==> config.mk <==
export PLATFORM = sky130hd
export DESIGN_NAME = worst_fit_partition_allocator_unit
export DESIGN_NICKNAME = d
export VERILOG_FILES = /design/src/wfpa_pkg.sv /design/src/wfpa_table.sv /design/src/worst_fit_partition_allocator_unit.sv
export SDC_FILE = /design/constraint.sdc
export NUM_CORES = 1
export LEC_CHECK = 0
export CAP_MARGIN = 30
export CORE_MARGIN = 10
export CORE_UTILIZATION = 38
export DETAILED_ROUTE_END_ITERATION = 6
export DONT_BUFFER_PORTS = 1
export GPL_ROUTABILITY_DRIVEN = 1
export PLACE_DENSITY = 0.56
export SLEW_MARGIN = 20
export SYNTH_ARGS = -nofsm -noshare
export SYNTH_HDL_FRONTEND = slang
export SYNTH_SLANG_ARGS = --single-unit
==> constraint.sdc <==
create_clock -name aclk -period 5 [get_ports aclk]
set_input_delay 0.25 -clock aclk [delete_from_list [all_inputs] [get_ports aclk]]
set_output_delay 0.25 -clock aclk [all_outputs]
set_load 0.03 [all_outputs]
==> src/wfpa_pkg.sv <==
`timescale 1ns / 1ps

package wfpa_pkg;

    localparam int MAX_PARTS = 16;
    localparam int IDX_W     = (MAX_PARTS > 1) ? $clog2(MAX_PARTS) : 1;
    localparam int CNT_W     = $clog2(MAX_PARTS + 1);
    localparam int SIZE_W    = 16;
    localparam int PROC_W    = 16;
    localparam int SLOT_W    = 4;

    localparam logic ACT_APPEND = 1'b0;
    localparam logic ACT_ALLOC  = 1'b1;

    typedef enum logic [1:0] {
        STAT_ALLOCATED = 2'd0,
        STAT_NOFIT     = 2'd1,
        STAT_APPENDED  = 2'd2,
        STAT_FULL      = 2'd3
    } status_t;

    typedef struct packed {
        logic [SIZE_W-1:0] size;
        logic              free;
        logic [PROC_W-1:0] owner;
    } part_entry_t;

endpackage

==> src/wfpa_table.sv <==
`timescale 1ns / 1ps

module wfpa_table (
    input  logic                 aclk,
    input  logic                 wr_en,
    input  logic [wfpa_pkg::IDX_W-1:0] wr_addr,
    input  wfpa_pkg::part_entry_t wr_data,
    input  logic                 rd_en,
    input  logic [wfpa_pkg::IDX_W-1:0] rd_addr,
    output wfpa_pkg::part_entry_t rd_data
);
    import wfpa_pkg::*;

    part_entry_t mem [MAX_PARTS];
    part_entry_t rd_data_reg;

    always_ff @(posedge aclk) begin
        if (wr_en) begin
            mem[wr_addr] <= wr_data;
        end
    end

    always_ff @(posedge aclk) begin
        if (rd_en) begin
            rd_data_reg <= mem[rd_addr];
        end
    end

    assign rd_data = rd_data_reg;

endmodule

==> src/worst_fit_partition_allocator_unit.sv <==
`timescale 1ns / 1ps

// Worst-fit partition allocator. Holds up to MAX_PARTS partitions (size, free
// mark, owner) in a single-port-read table RAM. An append transfer adds a free
// partition at the end of the table and returns its slot, or reports the table
// full. An allocate transfer walks the table one entry per cycle through the
// RAM read port and claims the largest free partition at least as big as the
// request, earliest on ties. One item is in work at a time. An append passes
// from idle straight to the done state, which writes the new entry unless the
// table is full and registers the result. An allocate on a non-empty table
// passes through the scan state, which reads the entries in order, a drain
// state that compares the last entry read, and the done state, which writes
// back the claim if one was found and registers the result. A new item is
// taken while the previous result waits in the output register; the item after
// that stalls until that result has been transferred.

module worst_fit_partition_allocator_unit (
    input  logic                          aclk,
    input  logic                          aresetn,
    input  logic                          s_valid,
    output logic                          s_ready,
    input  logic                          s_action,
    input  logic [wfpa_pkg::SIZE_W-1:0]   s_amount,
    input  logic [wfpa_pkg::PROC_W-1:0]   s_process,
    output logic                          m_valid,
    input  logic                          m_ready,
    output logic [1:0]                    m_status,
    output logic [wfpa_pkg::SLOT_W-1:0]   m_slot,
    output logic [wfpa_pkg::SIZE_W-1:0]   m_slot_size
);
    import wfpa_pkg::*;

    typedef enum logic [1:0] {
        S_IDLE,
        S_SCAN,
        S_DRAIN,
        S_DONE
    } state_t;

    state_t             state_reg, state_next;
    logic               act_reg, act_next;
    logic [SIZE_W-1:0]  amt_reg, amt_next;
    logic [PROC_W-1:0]  proc_reg, proc_next;
    logic [CNT_W-1:0]   count_reg, count_next;
    logic [IDX_W-1:0]   addr_reg, addr_next;
    logic               pend_reg, pend_next;
    logic [IDX_W-1:0]   pend_idx_reg, pend_idx_next;
    logic               found_reg, found_next;
    logic [IDX_W-1:0]   best_idx_reg, best_idx_next;
    logic [SIZE_W-1:0]  best_size_reg, best_size_next;
    logic               m_valid_reg, m_valid_next;
    status_t            m_status_reg, m_status_next;
    logic [SLOT_W-1:0]  m_slot_reg, m_slot_next;
    logic [SIZE_W-1:0]  m_slot_size_reg, m_slot_size_next;

    logic               wr_en;
    logic [IDX_W-1:0]   wr_addr;
    part_entry_t        wr_data;
    logic               rd_en;
    part_entry_t        rd_data;
    logic               hit;
    logic               last_addr;
    logic               out_free;
    logic               full;

    wfpa_table u_table (
        .aclk    (aclk),
        .wr_en   (wr_en),
        .wr_addr (wr_addr),
        .wr_data (wr_data),
        .rd_en   (rd_en),
        .rd_addr (addr_reg),
        .rd_data (rd_data)
    );

    assign s_ready   = (state_reg == S_IDLE);
    assign rd_en     = (state_reg == S_SCAN);
    assign last_addr = (addr_reg == IDX_W'(count_reg - CNT_W'(1)));
    assign out_free  = !m_valid_reg || m_ready;
    assign full      = (count_reg == CNT_W'(MAX_PARTS));
    assign hit       = pend_reg && rd_data.free && (rd_data.size >= amt_reg)
                       && (!found_reg || (rd_data.size > best_size_reg));

    always_comb begin
        state_next       = state_reg;
        act_next         = act_reg;
        amt_next         = amt_reg;
        proc_next        = proc_reg;
        count_next       = count_reg;
        addr_next        = addr_reg;
        pend_next        = 1'b0;
        pend_idx_next    = addr_reg;
        found_next       = found_reg;
        best_idx_next    = best_idx_reg;
        best_size_next   = best_size_reg;
        m_valid_next     = m_valid_reg && !m_ready;
        m_status_next    = m_status_reg;
        m_slot_next      = m_slot_reg;
        m_slot_size_next = m_slot_size_reg;
        wr_en            = 1'b0;
        wr_addr          = best_idx_reg;
        wr_data          = '{size: best_size_reg, free: 1'b0, owner: proc_reg};

        if (hit) begin
            found_next     = 1'b1;
            best_idx_next  = pend_idx_reg;
            best_size_next = rd_data.size;
        end

        case (state_reg)
            S_IDLE: begin
                if (s_valid) begin
                    act_next   = s_action;
                    amt_next   = s_amount;
                    proc_next  = s_process;
                    addr_next  = '0;
                    found_next = 1'b0;
                    if (s_action == ACT_ALLOC && count_reg != '0) begin
                        state_next = S_SCAN;
                    end else begin
                        state_next = S_DONE;
                    end
                end
            end
            S_SCAN: begin
                pend_next = 1'b1;
                if (last_addr) begin
                    state_next = S_DRAIN;
                end else begin
                    addr_next = addr_reg + IDX_W'(1);
                end
            end
            S_DRAIN: begin
                state_next = S_DONE;
            end
            S_DONE: begin
                if (out_free) begin
                    m_valid_next = 1'b1;
                    state_next   = S_IDLE;
                    if (act_reg == ACT_APPEND) begin
                        if (full) begin
                            m_status_next    = STAT_FULL;
                            m_slot_next      = '0;
                            m_slot_size_next = '0;
                        end else begin
                            wr_en            = 1'b1;
                            wr_addr          = IDX_W'(count_reg);
                            wr_data          = '{size: amt_reg, free: 1'b1, owner: '0};
                            count_next       = count_reg + CNT_W'(1);
                            m_status_next    = STAT_APPENDED;
                            m_slot_next      = SLOT_W'(count_reg);
                            m_slot_size_next = amt_reg;
                        end
                    end else if (found_reg) begin
                        wr_en            = 1'b1;
                        m_status_next    = STAT_ALLOCATED;
                        m_slot_next      = SLOT_W'(best_idx_reg);
                        m_slot_size_next = best_size_reg;
                    end else begin
                        m_status_next    = STAT_NOFIT;
                        m_slot_next      = '0;
                        m_slot_size_next = '0;
                    end
                end
            end
            default: begin
                state_next = S_IDLE;
            end
        endcase
    end

    always_ff @(posedge aclk) begin
        if (!aresetn) begin
            state_reg   <= S_IDLE;
            count_reg   <= '0;
            pend_reg    <= 1'b0;
            found_reg   <= 1'b0;
            m_valid_reg <= 1'b0;
        end else begin
            state_reg   <= state_next;
            count_reg   <= count_next;
            pend_reg    <= pend_next;
            found_reg   <= found_next;
            m_valid_reg <= m_valid_next;
        end
        act_reg         <= act_next;
        amt_reg         <= amt_next;
        proc_reg        <= proc_next;
        addr_reg        <= addr_next;
        pend_idx_reg    <= pend_idx_next;
        best_idx_reg    <= best_idx_next;
        best_size_reg   <= best_size_next;
        m_status_reg    <= m_status_next;
        m_slot_reg      <= m_slot_next;
        m_slot_size_reg <= m_slot_size_next;
    end

    assign m_valid     = m_valid_reg;
    assign m_status    = m_status_reg;
    assign m_slot      = m_slot_reg;
    assign m_slot_size = m_slot_size_reg;

endmodule

# Word-level counts from Yosys, hierarchy flattened
# Memories as Yosys holds them, arrays and structs flattened. A register that Yosys moved wholly into a read port is not among the register bits.
# Index checks and enable logic that the tools add are counted.
# totals
in_bits	37
reg_bits	93
rom_bits	0
ramBits	528
wordCells	88
latchBits	0
mem_count	1
# classes
n_div	0
n_addsub	3
mul	0
bitwise_logic	2
n_lt_le_gt_ge	2
n_eq_ne	9
n_reduce_logical	18
mux	38
n_shift	0
# mem_list
memory	depth	word_bits	rd	rd_ports_with_merged_regs	wr	line	text
u_table.mem	16	33	1	1	1	wfpa_table.sv:14	part_entry_t mem [MAX_PARTS];
# ops
operator	n
$mux W33	4
$mux W16	3
$mux W4	9
$ge A16 B16 Y1	1
$gt A16 B16 Y1	1
$mux W1	15
$mux W2	5
$pmux W2 S4	1
$pmux W4 S2	1
$ne A2 B2 Y1 const B	3
$reduce_and A3 Y1	2
$add A5 B1 Y5 const B	1
$eq A5 B5 Y1 const B	1
$logic_and A1 B1 Y1	5
$reduce_bool A5 Y1	1
$add A4 B1 Y4 const B	1
$eq A2 B2 Y1 const B	2
$eq A4 B4 Y1	1
$reduce_and A2 Y1	2
$reduce_and A4 Y1	1
$sub A4 B1 Y4 const B	1
$logic_not A1 Y1	3
$eq A2 B1 Y1 const B	1
$logic_not A2 Y1	1
4 further kinds	6

# Depth between registers and ports, before layout
# Gate-level depths: netlist (run 1).
# depth
depth_word	7
depth_mapped	11
depth_no_buf	9

# Cells and area by module
# From an unflattened synthesis (run 1), not the netlist that was laid out.
# unflattened
hier_cells	1228
hier_area_um2	25438.1
# modules_own_cells
module	cells_each	area_each_um2	n_inst
wfpa_table	864	20961.4	1
worst_fit_partition_allocator_unit	364	4476.8	1

# Worst setup path before layout (run 1)
# OpenSTA, ideal clock, no wires.
# synth_timing
path_kind	register to register
from	register u_table.rd_data[18] (netlist name)
to	register best_idx_reg[0] (enable)
t_arrival_ns	2.869
n_path_buf	0
path_stages_with_launch	7
setup_time_ns	0.427
t_required_ns	4.573
slack_ns	1.704
path_cell_list	edfxtp_1 > ha_1 > nor2b_1 > o211ai_1 > a2111oi_0 > nor4b_1 > nor3b_1
# synth_via
elab_chain_len	3
word_cells_on_any_way	5
classes_between	order compare: 2; reduce/logical: 3
# synth_lines
item	line	text
$ge A16 B16 Y1 or $gt A16 B16 Y1 (tied branches)	worst_fit_partition_allocator_unit.sv:81, worst_fit_partition_allocator_unit.sv:82	
$logic_and A1 B1 Y1 or $logic_or A1 B1 Y1 (tied branches)	worst_fit_partition_allocator_unit.sv:81, worst_fit_partition_allocator_unit.sv:82	
$logic_and A1 B1 Y1 (*)	worst_fit_partition_allocator_unit.sv:82	&& (!found_reg || (rd_data.size > best_size_reg));
net hit	worst_fit_partition_allocator_unit.sv:61	logic hit;
to (signal assigned)	worst_fit_partition_allocator_unit.sv:191	best_idx_reg <= best_idx_next;
to (decl)	worst_fit_partition_allocator_unit.sv:49	logic [IDX_W-1:0] best_idx_reg, best_idx_next;
# Mark *: on every way through the listed nets, which the timed path passes. The rest lies on a longest branch.
# A chain may end at the register's enable or synchronous reset.

# Final worst setup path (run 1)
# layout_timing
from	register count_reg[0]
to	memory u_table.mem[3][30] (netlist name) (enable)
# layout_via
elab_chain_len	7
word_cells_on_any_way	11
classes_between	eq/ne: 1; mux: 10
# layout_lines
item	line	text
from (decl)	worst_fit_partition_allocator_unit.sv:44	logic [CNT_W-1:0] count_reg, count_next;
from (signal assigned)	worst_fit_partition_allocator_unit.sv:181	count_reg <= count_next;
$eq A5 B5 Y1	worst_fit_partition_allocator_unit.sv:80	assign full = (count_reg == CNT_W'(MAX_PARTS));
$mux W1	worst_fit_partition_allocator_unit.sv:141	if (full) begin
$mux W1	worst_fit_partition_allocator_unit.sv:140	if (act_reg == ACT_APPEND) begin
$mux W1	worst_fit_partition_allocator_unit.sv:137	if (out_free) begin
$mux W1	worst_fit_partition_allocator_unit.sv:110	case (state_reg)
$mux W1	wfpa_table.sv:18	if (wr_en) begin
$mux W1 (implied by the code)	wfpa_table.sv:19	mem[wr_addr] <= wr_data;
to (decl)	wfpa_table.sv:14	
# Several ways; a longest one is shown, not always the timed one.

==> results of run 1 <==
[worst max-delay path by stage]
stage | from | end | slack [ns] | cells past startpoint
after CTS | count_reg[0]$_SDFFE_PN0P_ | u_table.mem[2][30]$_DFFE_PP_ | 1.61 | 10
after detailed placement | count_reg[0]$_SDFFE_PN0P_ | u_table.mem[2][28]$_DFFE_PP_ | 1.68 | 10
after floorplan | u_table.rd_data[18]$_DFFE_PP_ | best_idx_reg[0]$_DFFE_PP_ | 1.70 | 6
after global placement | m_valid$_SDFF_PN0_ | u_table.mem[9][25]$_DFFE_PP_ | 1.66 | 8
final | count_reg[0]$_SDFFE_PN0P_ | u_table.mem[3][30]$_DFFE_PP_ | 1.67 | 10
after global routing | count_reg[0]$_SDFFE_PN0P_ | u_table.mem[2][17]$_DFFE_PP_ | 1.45 | 10
[synthesized netlist by cell type, types with 2 or more instances]
library cell / n / share of area
o211a_1: 2 / 0.0013
mux4_2: 57 / 0.086
nand4_1: 6 / 0.0025
nand2_1: 56 / 0.014
and2_1: 9 / 0.0038
o211ai_1: 3 / 0.0015
inv_1: 38 / 0.0096
o21ai_0: 34 / 0.011
a21oi_1: 10 / 0.0034
nor2b_1: 7 / 0.0029
mux2i_1: 2 / 0.0013
buf_4: 4 / 0.0020
nor2_1: 23 / 0.0058
edfxtp_1: 352 / 0.71
nor3_1: 2 / 0.00067
nand3_1: 5 / 0.0017
a21boi_0: 2 / 0.0010
dfxtp_1: 14 / 0.019
xor2_1: 2 / 0.0012
ha_1: 40 / 0.034
buf_6: 11 / 0.0083
a22o_1: 3 / 0.0018
a31oi_1: 5 / 0.0021
mux4_1: 28 / 0.049
xnor2_1: 8 / 0.0047
a21o_1: 3 / 0.0015
nor3b_1: 3 / 0.0015
and3_1: 2 / 0.00084
clkbuf_1: 5 / 0.0013
buf_2: 10 / 0.0034
a2111oi_0: 2 / 0.0012
[cell type report]
class | instances | area (µm²) | share of cell area
sequential | 366 | 10900 | 0.632
multi-input combinational | 333 | 3750 | 0.218
tap | 518 | 648 | 0.0378
inverter | 39 | 146 | 0.00853
timing repair buffer | 59 | 505 | 0.0295
clock buffer | 43 | 1010 | 0.0590
clock inverter | 26 | 246 | 0.0144
[stage by stage]
| step | worst slack (ns) | total power [mW] | cells | hold WS (ns) | util |
|---|---|---|---|---|---|
| 6_report | 1.67 | 8.60 | 1384 | 0.130 | 0.443 |
| 3_3_place_gp | 1.66 | 5.85 | 1292 | 0.349 | 0.404 |
| 2_1_floorplan | 1.70 | 5.39 | 769 | 0.349 | - |
| 5_1_grt | 1.45 | 9.00 | 1384 | 0.146 | 0.443 |
| 3_5_place_dp | 1.68 | 5.87 | 1294 | 0.349 | 0.405 |
| 4_1_cts | 1.61 | 8.71 | 1383 | 0.105 | 0.443 |
[power breakdown]
group,leakage (nW),internal [mW],switching (mW)
Combinational,1.83,0.893,1.02
Clock,0.618,1.67,1.14
Sequential,3.31,3.71,0.171
[worst reg2reg max path: cells and delay by family, from the launching register on]
family	cells	cell delay (ns)
compound gates	1	0.16
fa+ha+maj	1	0.26
buf+inv	3	0.76
flops	1	0.50
simple gates	5	1.32
[kinds of logic after synthesis]
group,count (synthesis),share of synthesized area
compound gates,71,0.0298
xor+xnor,11,0.00746
simple gates,124,0.0398
buf+inv,70,0.0256
fa+ha+maj,40,0.0335
flops,366,0.727
mux,87,0.137
[metal layers]
metal	vias up	routed length [µm]	GRT usage
met5	-	0	0
met4	0	632	0.0375
met3	47	1630	0.0269
met2	169	14500	0.206
met1	3623	13800	0.178
li1	3237	-	-
[timing repair]
action | in CTS | in global routing
hold buffers | 20 | 0
endpoints found under the hold margin | 27 | 0
gates resized for setup | 0 | 0
==> flow_summary.toml, run 1 <==
[finish]
fill_cells = 3273
postLayoutCellArea_mm2 = 0.0172
syn2layout_area_growth_pct = 15.0
largest_reg_flops = 272
layout_commonest_cell = "edfxtp_1"
most-common-layout-cells = "edfxtp_1, mux4_2, nand2_1"
drive_gt1_frac = 0.208
diodes = 0
nets = 915

[worst_hold_path]
worstHoldStart = "s_valid"
hold_depth = 3
min_path_type = "input port to flop"
whs_endpoint = "state_reg[0]$_SDFFE_PN0P_"

[sta]
tightest_slew_ns = 0.819
setup_tns_ns = 0
skew_ns = 0.0194
rsz0062_at_grt = "false"
fmax_ghz = 0.301
maxSlewViolCount = 0
slew_headroom = 0.451
setup_viol = 0
hold_violations = 0
period_needed_ns = 3.33
finalCritPeriodShare = 0.665

[synth]
async_reset_ff_frac = 0
ys.flop_type = "edfxtp_1"
ys_seq_area_frac = 0.727
synth-edff-count = 352
synthCells = 769
ys_types = 52
synth.avg_cell_area_um2 = 19.4
synth-seq-cells = 366
syn_nets = 846
synth_warnings = 0
netlist_area_mm2 = 0.0149

[clock_network]
numClockSinks = 366
clock_latency_ns = 0.53
cts-root-buf = "clkbuf_16"
cts_tree = "done"
h-tree-depth = 2
postCtsSetupRepairBufs = 0
cts_made_buffers = 39
clockBufferDepth = 3
clkTransAtPathRegs_ns = 0.06

[floorplanning]
initial_core_util = 0.385
die_x_um = 218
io_pins = 61
dieArea_mm2 = 0.0476
die_y_um = 218
num_rows = 72
core_area_mm2 = 0.0387

[setup_path]
timing.rr.end = "u_table.mem[3][30]$_DFFE_PP_"
cp_common_cell = "nor2_2"
worst-path-buf-inv = 3
crit_fanout = 14
r2r_cells = 10
worstSetupPathType = "flop to flop"
end_kind = "flop"
start_kind = "flop"
cp_slowest_stage_delay_ns = 0.53
reg2reg_slack_ns = 1.67
cp_cell_sequence = "inv_1 -> ha_1 -> and4bb_2 -> nor2_2 -> nand2_2 -> inv_2 -> o2bb2ai_1 -> or2_1 -> nor2_2 -> buf_4"
required_ns = 5.21
critPathTopFamily = "simple AND/OR/NAND/NOR gates"
rr_startpoint = "count_reg[0]$_SDFFE_PN0P_"
cp.arrival_ns = 3.53
cp_slowest_cell = "nor2_2"

[place]
placed_area_mm2 = 0.0157
dp_hpwl_um = 18600
finalWeightedCongestion = 0.783
portBuffers = 0

[route]
wire_per_inst_um = 22.0
num_vias = 7076
drc_errors = 0
wirelength_um = 30500
drtIter0Drc = 577
drtPass1Iterations = 4
final_antenna_net_count = 0
viasPerCell = 5.11

[grt]
grt_pass1_vias = 7344
grt_pass1_wl_um = 46900
grt_max_degree = 74
overflow = 0
grt_antenna_before_repair = 0
grt_use_total = 0.130

[power]
p_leak_nw = 5.75
power.density_mw_per_mm2 = 501
vdd_drop_max_v = 0.000318

[job]
cap_violations = 0

[run_status]
status = "complete, no violations"
No activity file was read; power rests on OpenSTA's default activity.
==> inputs of run 2 (changes only) <==
- PLACE_DENSITY: 0.56 -> 0.58
- clock period: 5 -> 2.75 ns (I/O delays scaled with it)
==> flow_summary.toml, run 2 (synthesized netlist as in run 1, its figures left out) <==
[route]
final_antenna_net_count = 0
drtPass1Iterations = 5
num_vias = 7321
drc_errors = 0
viasPerCell = 5.18
wirelength_um = 31200
wire_per_inst_um = 22.1
drtIter0Drc = 619

[power]
pwr-share-clk = 0.330
p_leak_nw = 5.95
internal_power_mw = 11.8
switching_share = 0.266
vdd_drop_max_v = 0.000540
power_frac_seq = 0.441
share_comb_of_total_power = 0.228
p_sw_mw = 4.28
power.density_mw_per_mm2 = 913

[setup_path]
cp_slowest_cell = "edfxtp_1"
end_kind = "flop"
cp_common_cell = "buf_4"
cp.arrival_ns = 2.73
start_kind = "flop"
crit_fanout = 11
worstSetupPathType = "flop to flop"
r2r_cells = 9
cp_cell_sequence = "inv_1 -> ha_1 -> a21oi_1 -> o21ai_0 -> a2111oi_0 -> buf_4 -> a31oi_1 -> nor3b_2 -> buf_4"
cp_slowest_stage_delay_ns = 0.41
required_ns = 2.96

[finish]
most-common-layout-cells = "edfxtp_1, mux4_2, nand2_1"
drive_gt1_frac = 0.230
fill_cells = 3256
nets = 941
multi_input_area_mm2 = 0.00374
diodes = 0
layout_commonest_cell = "edfxtp_1"
fin_cells = 1412
regArea_mm2 = 0.0109
largest_reg_flops = 272
postLayoutCellArea_mm2 = 0.0176
syn2layout_area_growth_pct = 17.8

[clock_network]
clockBufferDepth = 3
clock_latency_ns = 0.52
numClockSinks = 366
h-tree-depth = 2
cts-root-buf = "clkbuf_16"
cts_tree = "done"
clkTransAtPathRegs_ns = 0.06
cts_made_buffers = 39

[grt]
grtUsageMet1 = 0.179
overflow = 0
top_usage_layer = "met2"
grt_pass1_wl_um = 47200
use_met3 = 0.0260
grt_max_degree = 53
grt_use_total = 0.131
grt_pass1_vias = 7421
use_met2 = 0.212
grt_antenna_before_repair = 0

[worst_hold_path]
min_path_type = "input port to flop"
hold_depth = 3

[job]
cap_violations = 0

[floorplanning]
die_x_um = 218
die_y_um = 218
io_pins = 61
dieArea_mm2 = 0.0476
core_area_mm2 = 0.0387
initial_core_util = 0.385
num_rows = 72

[sta]
finalCritPeriodShare = 0.917
slew_headroom = 0.564
period_needed_ns = 2.52
maxSlewViolCount = 0
fin_hold_ws_ns = 0.0283
setup_tns_ns = 0
skew_ns = 0.0173
rsz0062_at_grt = "false"
tightest_slew_ns = 0.651
fmax_ghz = 0.396
hold_violations = 0
setup_viol = 0

[place]
portBuffers = 0
dp_hpwl_um = 19300
finalWeightedCongestion = 0.770
placed_area_mm2 = 0.0161
placed_cells = 1321

[run_status]
status = "complete, no violations"
-- run 2: metal layers --
layer  up-vias  wire length, µm
met1      3799            14000
met3        46             1650
met2       189            15000
met4         0              623
li1       3287                -
met5         -                0
-- run 2: stage by stage --
| stage | util | setup WS, ns | total power [mW] |
|---|---|---|---|
| finish | 0.454 | 0.227 | 16.1 |
| CTS | 0.454 | 0.200 | 16.3 |
| detailed placement | 0.415 | 0.217 | 10.9 |
| global placement | 0.415 | 0.221 | 10.9 |
| floorplan | - | -0.203 | 9.80 |
| global route | 0.454 | 0.0291 | 16.8 |
-- run 2: worst max-delay path, delay by kind of cell, from the launching register on --
family | cells | cell delay [ns]
buf+inv | 3 | 0.47
compound gates | 4 | 0.79
fa+ha+maj | 1 | 0.29
simple gates | 1 | 0.24
flops | 1 | 0.41
-- run 2: path summary, 6_finish.rpt --
| kind | from | to | slack [ns] |
|---|---|---|---|
| max | amt_reg[13]$_DFFE_PP_ | best_idx_reg[3]$_DFFE_PP_ | 0.23 |
| min | s_valid | state_reg[1]$_SDFFE_PN0P_ | 0.03 |
| max reg2reg | amt_reg[13]$_DFFE_PP_ | best_idx_reg[3]$_DFFE_PP_ | 0.23 |
| min reg2reg | pend_idx_reg[2]$_DFF_P_ | best_idx_reg[2]$_DFFE_PP_ | 0.40 |
-- run 2: final cells by class --
type | count | share of cell area
timing repair buffer | 85 | 0.0505
inverter | 39 | 0.00833
clock inverter | 27 | 0.0165
tap | 518 | 0.0369
clock buffer | 44 | 0.0578
sequential | 366 | 0.617
multi-input combinational | 333 | 0.213
-- run 2: power by group through the flow --
| stage | Combinational, mW | Sequential, mW | Clock [mW] |
|---|---|---|---|
| 6_report | 3.66 | 7.08 | 5.30 |
| 5_1_grt | 4.00 | 7.13 | 5.66 |
| 4_1_cts | 3.74 | 7.09 | 5.42 |
| 3_5_place_dp | 3.70 | 7.20 | 0 |
| 3_3_place_gp | 3.67 | 7.20 | 0 |
| 2_1_floorplan | 2.71 | 7.09 | 0 |
-- run 2: what timing repair did --
action                     in CTS  in global routing
setup buffers                   0                  0
hold endpoints to repair       27                  0
hold buffers                   20                  0
setup endpoints to repair       0                 16
gates resized for setup         0                  1
==> inputs of run 3 (changes only) <==
- PLACE_DENSITY: 0.58 -> not set
- clock period: 2.75 -> 2.6 ns (I/O delays scaled with it)
==> flow_summary.toml, run 3 (synthesized netlist as in run 1, its figures left out) <==
[power]
power.density_mw_per_mm2 = 948
p_leak_nw = 6.02
power.total_mw = 16.9
vdd_drop_max_v = 0.000433

[sta]
fin_hold_ws_ns = 0.0240
skew_ns = 0.0154
slew_headroom = 0.549
fmax_ghz = 0.394
setup_viol = 0
period_needed_ns = 2.54
finalCritPeriodShare = 0.976
setup_tns_ns = 0
tightest_slew_ns = 0.677
hold_violations = 0
maxSlewViolCount = 0
rsz0062_at_grt = "true"

[setup_path]
required_ns = 2.87
worstSetupPathType = "flop to flop"
start_kind = "flop"
crit_fanout = 17
cp.arrival_ns = 2.81
end_kind = "flop"

[floorplanning]
die_x_um = 218
dieArea_mm2 = 0.0476
io_pins = 61
initial_core_util = 0.385
core_area_mm2 = 0.0387
num_rows = 72
die_y_um = 218

[finish]
postLayoutCellArea_mm2 = 0.0178
diodes = 0
utilization = 0.459
nets = 958
most-common-layout-cells = "edfxtp_1, buf_4, mux4_2"
largest_reg_flops = 272
layout_commonest_cell = "edfxtp_1"
syn2layout_area_growth_pct = 19.1
drive_gt1_frac = 0.244

[grt]
grt_antenna_before_repair = 0
overflow = 0
grt_use_total = 0.135
grt_pass1_vias = 7663
grt_max_degree = 73
grt_pass1_wl_um = 48300

[route]
viasPerCell = 5.16
drtIter0Drc = 616
wire_per_inst_um = 22.3
drc_errors = 0
final_antenna_net_count = 0
wirelength_um = 31800
num_vias = 7368
drtPass1Iterations = 6

[clock_network]
clkTransAtPathRegs_ns = 0.06
cts-root-buf = "clkbuf_16"
clock_latency_ns = 0.53
h-tree-depth = 2
numClockSinks = 366
cts_made_buffers = 38
clockBufferDepth = 3
cts_tree = "done"

[place]
dp_hpwl_um = 18900
portBuffers = 0
finalWeightedCongestion = 0.784
placed_area_mm2 = 0.0163

[worst_hold_path]
min_path_type = "input port to flop"

[run_status]
status = "complete, no violations"

[job]
cap_violations = 0
## run 3: changes by cell type in the layout (fill, tap and decap cells not counted), sizes merged
cell    previous run  this run
bufinv             6         4
buf               65        83
clkinv            19        14
clkbuf            44        49
## run 3: cell type report
class                   count  area, µm²
inverters                  39        146
fillers                  3309      21000
clock inverters            20        195
multi-input cells         333       3780
clock buffers              49       1030
well taps                 518        648
repair buffers            103       1120
flip-flops and latches    366      10900
## run 3: what timing repair did
action                                  in CTS  in global routing
endpoints found under the setup margin      39                281
gates resized for setup                      3                  1
hold endpoints to repair                    27                  0
pin swaps                                    0                  2
cloned                                       0                  0
hold buffers                                20                  0
setup buffers                                0                  1
## run 3: worst paths after layout
| check | startpoint | endpoint | slack [ns] | cells past startpoint |
|---|---|---|---|---|
| hold reg to reg | pend_idx_reg[0]$_DFF_P_ | best_idx_reg[0]$_DFFE_PP_ | 0.40 | 0 |
| setup / recovery | count_reg[0]$_SDFFE_PN0P_ | u_table.mem[0][23]$_DFFE_PP_ | 0.06 | 11 |
| hold / removal | s_valid | state_reg[0]$_SDFFE_PN0P_ | 0.02 | 3 |
| setup reg to reg | count_reg[0]$_SDFFE_PN0P_ | u_table.mem[0][23]$_DFFE_PP_ | 0.06 | 11 |
## run 3: worst max-delay path, stage by stage (launching register included)
cell      delay, ns
dfxtp_1        0.32
inv_1          0.11
ha_1           0.24
and4bb_2       0.25
nor2_2         0.11
nand2_2        0.10
inv_2          0.14
buf_4          0.21
nor3_1         0.07
a31oi_2        0.42
nor2_2         0.11
buf_12         0.19
## run 3: layer usage
layer  part of all wire  global-route usage  vias to the layer above
met5                  0                   0                        -
li1                   -                   -                     3326
met3              0.045              0.0283                       39
met2               0.50               0.223                      152
met1               0.44               0.180                     3851
met4              0.015              0.0331                        0
## run 3: where the power goes
part | switching, mW | total, mW | internal (mW) | leakage [nW]
Sequential | 0.312 | 7.44 | 7.13 | 3.31
Clock | 2.15 | 5.35 | 3.20 | 0.599
Combinational | 2.07 | 4.07 | 1.99 | 2.12
## run 3: stage by stage
stage	worst slack (ns)	cells
3_3_place_gp	-0.215	1337
4_1_cts	0.0000120	1427
5_1_grt	-0.0997	1428
6_report	0.0614	1428
2_1_floorplan	-0.102	769
3_5_place_dp	-0.0102	1338
